### src/assert_macros.svh
// assertion macros for the ready queue
// no dependencies
`ifndef ASSERT_MACROS_SVH
`define ASSERT_MACROS_SVH
`ifndef SYNTH
`define ASSERT_IMPL(lbl, clk, rst_n, a, c) \
	lbl: assert property (@(posedge clk) disable iff (!rst_n) (a) |-> (c)) else $error("lbl");
`define ASSERT_NEXT(lbl, clk, rst_n, a, c) \
	lbl: assert property (@(posedge clk) disable iff (!rst_n) (a) |=> (c)) else $error("lbl");
`else
`define ASSERT_IMPL(lbl, clk, rst_n, a, c)
`define ASSERT_NEXT(lbl, clk, rst_n, a, c)
`endif
`endif

### src/prq_pkg.sv
// package for the priority ready queue: sizes, command codes, control types
// no dependencies
package prq_pkg;
	localparam int THREADS_DEF = 64;
	localparam int LEVELS_DEF = 32;
	localparam int CMD_W = 3;
	localparam int TID_W = 6;
	localparam int PRI_W = 5;
	localparam int RND_W = 32;
	localparam int STAT_W = 2;
	localparam int CNT_W = 7;

	localparam logic [CMD_W-1:0] CMD_PUSH_TAIL = 3'd0;
	localparam logic [CMD_W-1:0] CMD_PUSH_HEAD = 3'd1;
	localparam logic [CMD_W-1:0] CMD_REMOVE = 3'd2;
	localparam logic [CMD_W-1:0] CMD_POP = 3'd3;
	localparam logic [CMD_W-1:0] CMD_PEEK = 3'd4;
	localparam logic [CMD_W-1:0] CMD_POP_RAND = 3'd5;

	localparam logic [STAT_W-1:0] ST_OK = 2'd0;
	localparam logic [STAT_W-1:0] ST_MISS = 2'd1;
	localparam logic [STAT_W-1:0] ST_DUP = 2'd2;

	typedef enum logic [3:0] {
		S_IDLE, S_DECODE, S_SCAN, S_MOD, S_WALK_HEAD, S_WALK, S_UNLINK, S_DONE
	} state_t;

	// controller to datapath
	typedef struct packed {
		logic load;      // capture request
		logic push;      // perform push
		logic scan_init; // start level scan from the top
		logic scan_step; // move scan one level down
		logic mod_init;
		logic mod_step;
		logic walk_head; // start walk at head of current level
		logic walk_step; // advance walk to next link
		logic unlink;    // remove current walk thread
		logic set_res;   // finalize result
		logic res_found;
		logic [STAT_W-1:0] res_status;
	} prq_cmd_t;

	// datapath to controller
	typedef struct packed {
		logic [CMD_W-1:0] cmd;
		logic tid_ok;
		logic queued;
		logic lvl_ne;     // current level nonempty
		logic scan_last;  // current level is zero
		logic mod_done;
		logic any_ready;
		logic hit;        // walk reached target
		logic more;       // walk has a successor
	} prq_sts_t;
endpackage

### src/prq_ctrl.sv
// controller state machine for the priority ready queue
// depends on prq_pkg
module prq_ctrl (
	input  logic clk,
	input  logic arst_n,
	input  logic in_valid,
	output logic in_stall,
	output logic out_valid,
	input  logic out_stall,
	input  prq_pkg::prq_sts_t sts,
	output prq_pkg::prq_cmd_t cmd
);
	import prq_pkg::*;

	state_t state_q, state_d;
	logic out_valid_q, out_valid_d;

	always_ff @(posedge clk or negedge arst_n) begin
		if (!arst_n) begin
			state_q <= S_IDLE;
			out_valid_q <= 1'b0;
		end else begin
			state_q <= state_d;
			out_valid_q <= out_valid_d;
		end
	end

	assign out_valid = out_valid_q;
	assign in_stall = (state_q != S_IDLE);

	always_comb begin
		state_d = state_q;
		cmd = '0;
		out_valid_d = out_valid_q && out_stall;
		case (state_q)
			S_IDLE: begin
				if (in_valid) begin
					cmd.load = 1'b1;
					state_d = S_DECODE;
				end
			end
			S_DECODE: begin
				case (sts.cmd)
					CMD_PUSH_TAIL, CMD_PUSH_HEAD: begin
						if (!sts.tid_ok) cmd.res_status = ST_MISS;
						else if (sts.queued) cmd.res_status = ST_DUP;
						else begin
							cmd.push = 1'b1;
							cmd.res_status = ST_OK;
						end
						state_d = S_DONE;
					end
					CMD_REMOVE: begin
						if (sts.tid_ok && sts.queued) begin
							cmd.walk_head = 1'b1;
							state_d = S_WALK_HEAD;
						end else begin
							cmd.res_status = ST_MISS;
							state_d = S_DONE;
						end
					end
					CMD_POP, CMD_PEEK: begin
						cmd.scan_init = 1'b1;
						state_d = S_SCAN;
					end
					CMD_POP_RAND: begin
						if (sts.any_ready) begin
							cmd.mod_init = 1'b1;
							state_d = S_MOD;
						end else begin
							cmd.res_status = ST_MISS;
							state_d = S_DONE;
						end
					end
					default: begin
						cmd.res_status = ST_OK;
						state_d = S_DONE;
					end
				endcase
			end
			S_MOD: begin
				if (sts.mod_done) begin
					cmd.scan_init = 1'b1;
					state_d = S_SCAN;
				end else cmd.mod_step = 1'b1;
			end
			S_SCAN: begin
				if (sts.lvl_ne) begin
					if (sts.cmd == CMD_PEEK) begin
						cmd.res_found = 1'b1;
						cmd.res_status = ST_OK;
						state_d = S_DONE;
					end else begin
						cmd.walk_head = 1'b1;
						state_d = S_WALK_HEAD;
					end
				end else if (sts.scan_last) begin
					cmd.res_status = ST_MISS;
					state_d = S_DONE;
				end else cmd.scan_step = 1'b1;
			end
			S_WALK_HEAD, S_WALK: begin
				// head/link reads are registered, so each step passes through a settle state (S_WALK_HEAD)
				if (state_q == S_WALK_HEAD) state_d = S_WALK;
				else if (sts.hit) state_d = S_UNLINK;
				else if (sts.more) begin
					cmd.walk_step = 1'b1;
					state_d = S_WALK_HEAD;
				end else if (sts.cmd == CMD_POP_RAND) begin
					// level exhausted: continue scanning lower levels
					if (sts.scan_last) begin
						cmd.res_status = ST_MISS;
						state_d = S_DONE;
					end else begin
						cmd.scan_step = 1'b1;
						state_d = S_SCAN;
					end
				end else begin
					cmd.res_status = ST_MISS;
					state_d = S_DONE;
				end
			end
			S_UNLINK: begin
				cmd.unlink = 1'b1;
				cmd.res_found = (sts.cmd != CMD_REMOVE);
				cmd.res_status = ST_OK;
				state_d = S_DONE;
			end
			S_DONE: begin
				if (!out_valid_q || !out_stall) begin
					cmd.set_res = 1'b1;
					out_valid_d = 1'b1;
					state_d = S_IDLE;
				end
			end
			default: state_d = S_IDLE;
		endcase
	end

	// result status/found must be held until S_DONE: latched when nonzero or on push/unlink
endmodule

### src/prq_dpath.sv
// datapath for the priority ready queue: link tables, level scan, modulo, walk
// depends on prq_pkg
module prq_dpath #(
	parameter int THREADS = prq_pkg::THREADS_DEF,
	parameter int LEVELS = prq_pkg::LEVELS_DEF
) (
	input  logic clk,
	input  logic arst_n,
	input  prq_pkg::prq_cmd_t cmd,
	output prq_pkg::prq_sts_t sts,
	input  logic [prq_pkg::CMD_W-1:0] command,
	input  logic [prq_pkg::TID_W-1:0] thread_id,
	input  logic [prq_pkg::PRI_W-1:0] priority_req,
	input  logic [prq_pkg::RND_W-1:0] random_value,
	output logic found,
	output logic [prq_pkg::TID_W-1:0] thread_out,
	output logic [prq_pkg::PRI_W-1:0] level_out,
	output logic [prq_pkg::STAT_W-1:0] status,
	output logic [prq_pkg::CNT_W-1:0] ready_total
);
	import prq_pkg::*;

	localparam int TW = $clog2(THREADS);
	localparam int LW = $clog2(LEVELS);
	localparam int RC_W = $clog2(THREADS + 1);

	// per-level and per-thread tables
	logic [TW-1:0] head_q [LEVELS];
	logic [TW-1:0] tail_q [LEVELS];
	logic [LEVELS-1:0] lne_q;
	logic [TW-1:0] link_q [THREADS];
	logic [THREADS-1:0] nvalid_q;
	logic [LW-1:0] tlvl_q [THREADS];
	logic [THREADS-1:0] queued_q;
	logic [RC_W-1:0] count_q;

	// request registers
	logic [CMD_W-1:0] cmd_q;
	logic [TW-1:0] tid_q;
	logic tid_ok_q;
	logic [LW-1:0] pri_q;
	logic [RND_W-1:0] rnd_q;

	// walk and scan
	logic [LW-1:0] lvl_q;
	logic [TW-1:0] it_q, prev_q;
	logic has_prev_q;
	logic [RC_W-1:0] k_q;

	// modulo by restoring division, one quotient bit per cycle
	logic [RC_W:0] rem_q;
	logic [5:0] mbit_q;
	logic mod_done_q;
	logic [RC_W:0] rem_sh;

	logic [STAT_W-1:0] st_q;
	logic fnd_q;
	logic found_q;
	logic [TID_W-1:0] tout_q;
	logic [PRI_W-1:0] lout_q;
	logic [STAT_W-1:0] status_q;
	logic [CNT_W-1:0] total_q;

	logic [TW-1:0] t_in;
	logic [LW-1:0] p_in;
	logic is_hit;

	function automatic logic state_set(prq_cmd_t c);
		state_set = c.res_status != ST_OK || c.res_found || c.unlink || c.push;
	endfunction

	always_comb begin
		t_in = thread_id[TW-1:0];
		if (priority_req >= PRI_W'(LEVELS - 1)) p_in = LW'(LEVELS - 1);
		else p_in = priority_req[LW-1:0];
	end

	assign rem_sh = {rem_q[RC_W-1:0], rnd_q[RND_W-1]};
	assign is_hit = (cmd_q == CMD_REMOVE) ? (it_q == tid_q) : (k_q == '0);

	always_comb begin
		sts.cmd = cmd_q;
		sts.tid_ok = tid_ok_q;
		sts.queued = queued_q[tid_q];
		sts.lvl_ne = lne_q[lvl_q];
		sts.scan_last = (lvl_q == '0);
		sts.mod_done = mod_done_q;
		sts.any_ready = (count_q != '0);
		sts.hit = is_hit;
		sts.more = nvalid_q[it_q];
	end

	// control state of the tables
	always_ff @(posedge clk or negedge arst_n) begin
		if (!arst_n) begin
			lne_q <= '0;
			nvalid_q <= '0;
			queued_q <= '0;
			count_q <= '0;
			found_q <= 1'b0;
			status_q <= ST_OK;
			total_q <= '0;
			tout_q <= '0;
			lout_q <= '0;
		end else begin
			if (cmd.push) begin
				queued_q[tid_q] <= 1'b1;
				lne_q[pri_q] <= 1'b1;
				count_q <= count_q + 1'b1;
				if (cmd_q == CMD_PUSH_TAIL) begin
					nvalid_q[tid_q] <= 1'b0;
					if (lne_q[pri_q]) nvalid_q[tail_q[pri_q]] <= 1'b1;
				end else nvalid_q[tid_q] <= lne_q[pri_q];
			end
			if (cmd.unlink) begin
				if (has_prev_q) nvalid_q[prev_q] <= nvalid_q[it_q];
				else if (!nvalid_q[it_q]) lne_q[lvl_q] <= 1'b0;
				nvalid_q[it_q] <= 1'b0;
				queued_q[it_q] <= 1'b0;
				count_q <= count_q - 1'b1;
			end
			if (cmd.set_res) begin
				found_q <= fnd_q;
				status_q <= st_q;
				total_q <= CNT_W'(count_q);
				tout_q <= (fnd_q && cmd_q != CMD_PEEK) ? TID_W'(it_q) : '0;
				lout_q <= fnd_q ? PRI_W'(lvl_q) : '0;
			end
		end
	end

	// payload tables and working registers
	always_ff @(posedge clk) begin
		if (cmd.load) begin
			cmd_q <= command;
			tid_q <= t_in;
			tid_ok_q <= (32'(thread_id) < THREADS);
			pri_q <= p_in;
			rnd_q <= random_value;
		end
		if (cmd.push) begin
			tlvl_q[tid_q] <= pri_q;
			if (cmd_q == CMD_PUSH_TAIL) begin
				if (lne_q[pri_q]) link_q[tail_q[pri_q]] <= tid_q;
				else head_q[pri_q] <= tid_q;
				tail_q[pri_q] <= tid_q;
			end else begin
				link_q[tid_q] <= head_q[pri_q];
				if (!lne_q[pri_q]) tail_q[pri_q] <= tid_q;
				head_q[pri_q] <= tid_q;
			end
		end
		if (cmd.unlink) begin
			if (has_prev_q) link_q[prev_q] <= link_q[it_q];
			else if (nvalid_q[it_q]) head_q[lvl_q] <= link_q[it_q];
			if (has_prev_q && tail_q[lvl_q] == it_q) tail_q[lvl_q] <= prev_q;
		end
		if (cmd.scan_init) lvl_q <= LW'(LEVELS - 1);
		if (cmd.scan_step) lvl_q <= lvl_q - 1'b1;
		if (cmd.walk_head && cmd_q == CMD_REMOVE) lvl_q <= tlvl_q[tid_q];
		if (cmd.mod_init) begin
			rem_q <= '0;
			mbit_q <= '0;
			mod_done_q <= 1'b0;
		end
		if (cmd.mod_step) begin
			if (rem_sh >= {1'b0, count_q}) rem_q <= rem_sh - {1'b0, count_q};
			else rem_q <= rem_sh;
			rnd_q <= {rnd_q[RND_W-2:0], 1'b0};
			mbit_q <= mbit_q + 1'b1;
			if (mbit_q == 6'(RND_W - 1)) mod_done_q <= 1'b1;
		end
		if (cmd.load) begin
			fnd_q <= 1'b0;
			st_q <= ST_OK;
			mbit_q <= '0;
		end
		if (state_set(cmd)) begin
			fnd_q <= cmd.res_found;
			st_q <= cmd.res_status;
		end
		// walk start: head of the current level
		if (cmd.walk_head) begin
			has_prev_q <= 1'b0;
			if (cmd_q == CMD_REMOVE) it_q <= head_q[tlvl_q[tid_q]];
			else it_q <= head_q[lvl_q];
		end
		if (cmd.walk_step) begin
			has_prev_q <= 1'b1;
			prev_q <= it_q;
			it_q <= link_q[it_q];
			if (k_q != '0) k_q <= k_q - 1'b1;
		end
		if (cmd.scan_init && cmd_q == CMD_POP_RAND) k_q <= rem_q[RC_W-1:0];
		if (cmd.scan_init && cmd_q != CMD_POP_RAND) k_q <= '0;
		// a scan step that leaves a nonempty level also counts its last entry
		if (cmd.scan_step && cmd_q == CMD_POP_RAND && sts.lvl_ne) k_q <= k_q - 1'b1;
	end

	assign found = found_q;
	assign thread_out = tout_q;
	assign level_out = lout_q;
	assign status = status_q;
	assign ready_total = total_q;
endmodule

### src/priority_ready_queue_unit.sv
// priority ready queue, top level: controller plus datapath
// depends on prq_pkg, prq_ctrl, prq_dpath, assert_macros.svh
//
// usage: one request channel (in_valid/in_stall with command, thread_id,
// priority_req, random_value) and one result channel (out_valid/out_stall
// with found, thread_out, level_out, status, ready_total). each request
// yields exactly one result.
// one request is worked at a time; in_stall is high while it is in flight.
// push, unknown commands and misses found at decode go from decode straight
// to the result state; pop and peek scan the levels from the top, one level
// a cycle (up to LEVELS); remove and pop random walk the level list, with a
// settle state after each link; pop random first runs a restoring modulo.
// at reset all levels and threads are empty and the count is zero; no
// clearing pass is needed.
// a stalled result is held in the output register; the next request is
// accepted but its result waits until the held one is taken.
`include "assert_macros.svh"
module priority_ready_queue_unit #(
	parameter int THREADS = prq_pkg::THREADS_DEF,
	parameter int LEVELS = prq_pkg::LEVELS_DEF
) (
	input  logic clk,
	input  logic arst_n,
	input  logic in_valid,
	output logic in_stall,
	input  logic [prq_pkg::CMD_W-1:0] command,
	input  logic [prq_pkg::TID_W-1:0] thread_id,
	input  logic [prq_pkg::PRI_W-1:0] priority_req,
	input  logic [prq_pkg::RND_W-1:0] random_value,
	output logic out_valid,
	input  logic out_stall,
	output logic found,
	output logic [prq_pkg::TID_W-1:0] thread_out,
	output logic [prq_pkg::PRI_W-1:0] level_out,
	output logic [prq_pkg::STAT_W-1:0] status,
	output logic [prq_pkg::CNT_W-1:0] ready_total
);
	import prq_pkg::*;

	prq_cmd_t cmd;
	prq_sts_t sts;

	prq_ctrl u_ctrl (
		.clk(clk), .arst_n(arst_n), .in_valid(in_valid), .in_stall(in_stall),
		.out_valid(out_valid), .out_stall(out_stall), .sts(sts), .cmd(cmd)
	);

	prq_dpath #(.THREADS(THREADS), .LEVELS(LEVELS)) u_dpath (
		.clk(clk), .arst_n(arst_n), .cmd(cmd), .sts(sts),
		.command(command), .thread_id(thread_id), .priority_req(priority_req),
		.random_value(random_value), .found(found), .thread_out(thread_out),
		.level_out(level_out), .status(status), .ready_total(ready_total)
	);

	`ASSERT_IMPL(a_found_ok, clk, arst_n, out_valid && found, status == ST_OK)
	`ASSERT_IMPL(a_total_range, clk, arst_n, out_valid, ready_total <= CNT_W'(THREADS))
	`ASSERT_NEXT(a_busy_after_accept, clk, arst_n, in_valid && !in_stall, in_stall)
endmodule

### config.mk
export PLATFORM = sky130hd
export DESIGN_NAME = priority_ready_queue_unit
export DESIGN_NICKNAME = d
export VERILOG_FILES = /design/src/prq_pkg.sv /design/src/prq_ctrl.sv /design/src/prq_dpath.sv /design/src/priority_ready_queue_unit.sv
export VERILOG_INCLUDE_DIRS = /design/src /design/src/src
export SDC_FILE = /design/constraint.sdc
export NUM_CORES = 2
export LEC_CHECK = 0
export BUFFER_PORTS_ARGS = -buffer_cell sky130_fd_sc_hd__buf_2
export CORE_MARGIN = 4
export CORE_UTILIZATION = 40
export CTS_CLUSTER_SIZE = 30
export DETAILED_ROUTE_END_ITERATION = 10
export PLACE_DENSITY = 0.64
export REMOVE_ABC_BUFFERS = 1
export SYNTH_ARGS = -nofsm -noshare
export SYNTH_HDL_FRONTEND = slang
export SYNTH_HIERARCHICAL = 1
export SYNTH_SLANG_ARGS = --single-unit
### constraint.sdc
create_clock -name clk -period 11.1 [get_ports clk]
set_clock_uncertainty 0.1 [all_clocks]
set_input_delay 0 -clock clk [delete_from_list [all_inputs] [get_ports clk]]
set_output_delay 0 -clock clk [all_outputs]
set_load 0.03 [all_outputs]
**After elaboration in Yosys (flattened, before gate mapping)**

Memory sizes are Yosys's and may differ from the RTL's. A register that Yosys moved wholly into a read port is not among the register bits.
Index checks and enable logic that the tools add are counted.
W data, S select, Z words.

- Latch bits: 0
- Logic and storage cells: 306
- Flip-flop bits (word level): 281
- Memories kept: 4
- ROM bits: 0
- Memory bits (writable): 1088

Memory list:

| memory | depth | bits a word | rd ports | clocked after memory_dff | wr ports | line | source |
|---|---|---|---|---|---|---|---|
| u_dpath.link_q | 64 | 6 | 1 | 1 | 1 | prq_dpath.sv:31 | `logic [TW-1:0] link_q [THREADS];` |
| u_dpath.tlvl_q | 64 | 5 | 1 | 1 | 1 | prq_dpath.sv:33 | `logic [LW-1:0] tlvl_q [THREADS];` |
| u_dpath.head_q | 32 | 6 | 3 | 2 | 1 | prq_dpath.sv:28 | `logic [TW-1:0] head_q [LEVELS];` |
| u_dpath.tail_q | 32 | 6 | 2 | 2 | 1 | prq_dpath.sv:29 | `logic [TW-1:0] tail_q [LEVELS];` |

- Div/mod/pow operators: 0
- Mux-type cells: 177
- Add/sub/neg operators: 6
- Bitwise operators: 12
- Reduce and logical (&&, ||, !) cells: 45
- Eq/ne operators: 22
- Shifts and indexed selects: 0
- $mul: 0
- $lt $le $gt $ge: 14

Operators with widths:

| operator | count |
|---|---|
| $mux W64 | 8 |
| $and A64 B64 Y64 | 3 |
| $mux W32 | 6 |
| $bwmux W64 | 2 |
| $not A64 Y64 | 2 |
| $or A64 B64 Y64 | 2 |
| $mux W6 | 16 |
| $mux W1 | 84 |
| $mux W7 | 10 |
| $mux W5 | 12 |
| $mux W4 | 9 |
| $and A32 B32 Y32 | 1 |
| $not A32 Y32 | 1 |
| $or A32 B32 Y32 | 1 |
| $lt A6 B7 Y1 const B | 4 |
| $pmux W4 S7 | 1 |
| $demux W1 S6 | 4 |
| $ge A6 B1 Y1 const B | 4 |
| $reduce_or A6 Y1 | 4 |
| $mux W2 | 9 |
| $eq A4 B3 Y1 const B | 4 |
| $logic_and A1 B1 Y1 | 14 |
| $reduce_bool A7 Y1 | 2 |
| $sub A7 B1 Y7 const B | 2 |
| 39 further kinds | 71 |

**Longest topological paths before layout**

- Depth after elaboration: 15
- Gate-level depth with buffers: 18
- Depth with buffers taken out: 15

**Cells and area by module**

The synthesis kept the hierarchy.

By module, submodules not included:

| module | area an instance (µm²) | cells each | times used | seq. area each (µm²) |
|---|---|---|---|---|
| prq_dpath | 73241.5 | 5713 | 1 | 40368.7 |
| prq_ctrl | 565.5 | 83 | 1 | 100.1 |

**Least setup slack after synthesis**

OpenSTA, ideal clock, no wires.

- Path type: flip-flop to flip-flop
- Start point: register u_dpath.tid_q[2]
- End point: memory u_dpath/link_q[0][0] (netlist bit) (enable)
- Cell stages (with the launch flop): 18
- Setup time: 0.377 ns
- Arrival time: 3.920 ns
- Buffers on the path: 5
- Slack: 6.703 ns
- Cells stage by stage: edfxtp_1 -> clkbuf_1 -> clkbuf_1 -> nor3b_1 -> clkbuf_1 -> a22oi_1 -> a31oi_1 -> nor4_1 -> nand2_1 -> nor2_1 -> nand2_1 -> clkbuf_1 -> buf_1 -> nand2_1 -> o21a_1 -> nor2_1 -> nand2_1 -> o21ai_0

RTL lines:

| what | line | source |
|---|---|---|
| start, declared | prq_dpath.sv:39 | `logic [TW-1:0] tid_q;` |
| start signal, assigned | prq_dpath.sv:136 | `tid_q <= t_in;` |
| end, declared | prq_dpath.sv:31 |  |

==> results.txt <==
CTS tree - yes
design area - 82000 sq um
synth-to-layout area growth - 11.2%
largest net degree at the start of global routing - 78
FF+latch area - 40500 sq um
hold slack - 0.0670 ns
max-cap violation count - 0
library cells used by synthesis - 95
Slew Viols, Final - 0
R2R cell count - 14
nets - 5742
WS Path Type - flip-flop to flip-flop
drt pass-1 iters - 8
Main synth FF type - edfxtp_1
clock latency on the worst-skew pair - 0.82 ns
vias in the first global route - 50700
clock root cell - clkbuf_16
WP data required - 11.44 ns
RSZ-0062 raised after global routing - false
Total Neg Setup Slack - 0 ns
f_max - 0.142 GHz
HP Class - input port to flip-flop
critical path data arrival time - 7.38 ns
final worst path period need - 7.04 ns
number of flops mapped to enable cells by yosys - 1167
synthesized area - 73800 sq um
starting density of the core - 40.3%
worst flop-to-flop path startpoint - u_dpath/tid_q[1]
Area after DPL - 76000 sq um
total track usage - 26.3%
Seq/Total Area, Yosys - 54.8%
total CTS buffers - 151
most frequent cells in the layout - edfxtp_1 (1167), nand2_1 (835), o21ai_0 (568)
critical path startpoint category - flip-flop
buffer depth of the longest clock path - 3
leakage - 26.9 nW
Vias - 53500
layout cells sized above 1 - 20.0%
register bit count reported by yosys - 1390
mean post-synth cell area - 12.7 sq um
GP Congestion - 0.995
Vias/cell - 6.48
Post-Synthesis Cells - 5796
yosys warns - 6
HPWL Detailed - 174000 microns
Post-CTS Hold Fix Bufs - 98
# IOs - 73
Pwr Density - 195 nW/um^2
post-cts sizing count - 0
Slew headroom - 5.50%
remaining antenna violation count - 0
min-delay src - thread_id[1]
final setup violation count - 0
detailed-route wire length - 258000 microns
reg-to-reg endpoint - u_dpath/link_q[1][3]
port buffer count - 72
critical path capture point type - flip-flop
WL per Instance - 31.2 microns
most common cell after layout, fill and taps aside - edfxtp_1
maximum vdd drop - 0.153 mV
antenna violations before repair - 9
DR DRC count - 0
H-tree depth - 4
Fillers - 16400
Worst Tran Pin Value - 1.40 ns
multi-input logic area - 31000 sq um
CP max FO - 35
Setup Buffers After CTS - 0
global-route wire length before repair - 369000 microns
Fin. Hold Viols - 0
fin cells - 8264
Cells after DPL - 7883
Floorplan Core Area - 183000 sq um
hold depth - 3
Worst-path clk slew - 0.06 ns
asr flop ratio synth - 13.8%
die area - 191000 sq um
Final Power - 16.0 mW
Die Ht - 438 microns
status - complete, no violations
Die W - 438 microns
CTS sink count - 1390
DR iter-0 viols - 7906
row count - 157
Final Cycle Share - 63.4%
reg2reg setup slack - 4.06 ns
Congestion Overflow GR - 0
-- routing by layer --
metal  part of all wire, %  track usage [%]  vias up
met2                    46             40.9     3743
met1                    38             34.7    27100
met5                0.0031                0        -
li1                      -                -    22000
met3                    11             6.02      773
met4                   5.8             13.2        2
-- power by group --
part / internal [mW] / switching [mW]
Clock: 2.95 / 2.22
Sequential: 6.06 / 0.325
Combinational: 1.63 / 2.80
Total: 10.6 / 5.35
-- Yosys cell counts, drive strengths merged (16+ instances only) --
master / instances / area share (%)
o21a: 113 / 1.1
a31oi: 63 / 0.53
dfxtp: 31 / 0.84
buf: 132 / 0.98
nor2b: 25 / 0.21
xnor2: 21 / 0.25
edfxtp: 1167 / 47
a221oi: 19 / 0.23
inv: 47 / 0.24
nor3: 23 / 0.17
ha: 20 / 0.34
clkbuf: 427 / 2.2
nand3: 58 / 0.40
and3: 28 / 0.24
nor2: 306 / 1.6
a22oi: 69 / 0.70
a22o: 42 / 0.50
mux2i: 176 / 2.4
o22ai: 36 / 0.31
mux2: 420 / 6.4
a21oi: 168 / 1.1
nand2b: 16 / 0.14
o21ai: 593 / 4.0
mux4: 432 / 13
a311oi: 59 / 0.70
nand2: 864 / 4.5
and2: 35 / 0.30
dfrtp: 192 / 6.5
nand4: 20 / 0.17
-- sequential cells by signal, indices dropped and copies added (netlist names), 32 cells and up, named ones only --
signal and count:
u_dpath/link_q 384, u_dpath/queued_q 64, u_dpath/tlvl_q 320, u_dpath/lne_q 32, u_dpath/rnd_q 32, u_dpath/nvalid_q 64, u_dpath/head_q 192, u_dpath/tail_q 192
-- cells by family (layout without fill, tap and decap cells) --
group / after synthesis / count (layout) / synth area share (%)
AND/OR/NAND/NOR: 1460 / 1460 / 8.57
flip-flops: 1390 / 1390 / 54.8
AO/OA/AOI/OAI: 1255 / 1255 / 10.4
multiplexers: 1028 / 1028 / 22.0
buffers and inverters: 609 / 607 / 3.41
XOR/XNOR: 31 / 31 / 0.368
adder cells (fa/ha/maj): 22 / 22 / 0.393
other: 1 / 7 / 0.00508
-- how the worst max path moves through the flow --
stage                           from               endpoint  slack, ns
floorplan           u_dpath/tid_q[0]   u_dpath/link_q[0][0]       0.54
global placement    u_dpath/tid_q[1]  u_dpath/link_q[41][1]       4.41
detailed placement  u_dpath/tid_q[0]  u_dpath/link_q[41][5]       4.39
CTS                 u_dpath/tid_q[0]  u_dpath/link_q[41][2]       4.36
global route        u_dpath/tid_q[0]   u_dpath/link_q[1][0]       3.80
finish              u_dpath/tid_q[1]   u_dpath/link_q[1][3]       4.06
-- through the flow --
step           setup slack (ns)  utilization (%)
6_report                   4.06             44.8
2_1_floorplan             0.539                -
3_3_place_gp               4.41             41.5
4_1_cts                    4.36             44.8
5_1_grt                    3.80             44.8
3_5_place_dp               4.39             41.5
-- worst max-delay path, cell delays in order (launching register included) --
cell      delay, ns
edfxtp_1       0.36
buf_4          0.23
and3b_1        0.57
a22o_1         0.39
a221oi_1       0.22
a31oi_1        0.20
nor4_1         0.35
nand2_1        0.39
nor2_4         0.83
nand2_1        0.11
buf_4          0.30
o21ai_0        0.61
nor2b_1        0.34
nand3_1        0.64
o21ai_0        0.99
-- cell type report --
| type | count | share of cell area (%) |
|---|---|---|
| diodes | 6 | 0.0183 |
| clock buffers | 199 | 4.97 |
| clock inverters | 78 | 1.18 |
| inverters | 50 | 0.229 |
| multi-input cells | 3797 | 37.8 |
| flip-flops and latches | 1390 | 49.4 |
| well taps | 2464 | 3.76 |
| repair buffers | 280 | 2.67 |
Power figures use the tool's default switching activity.
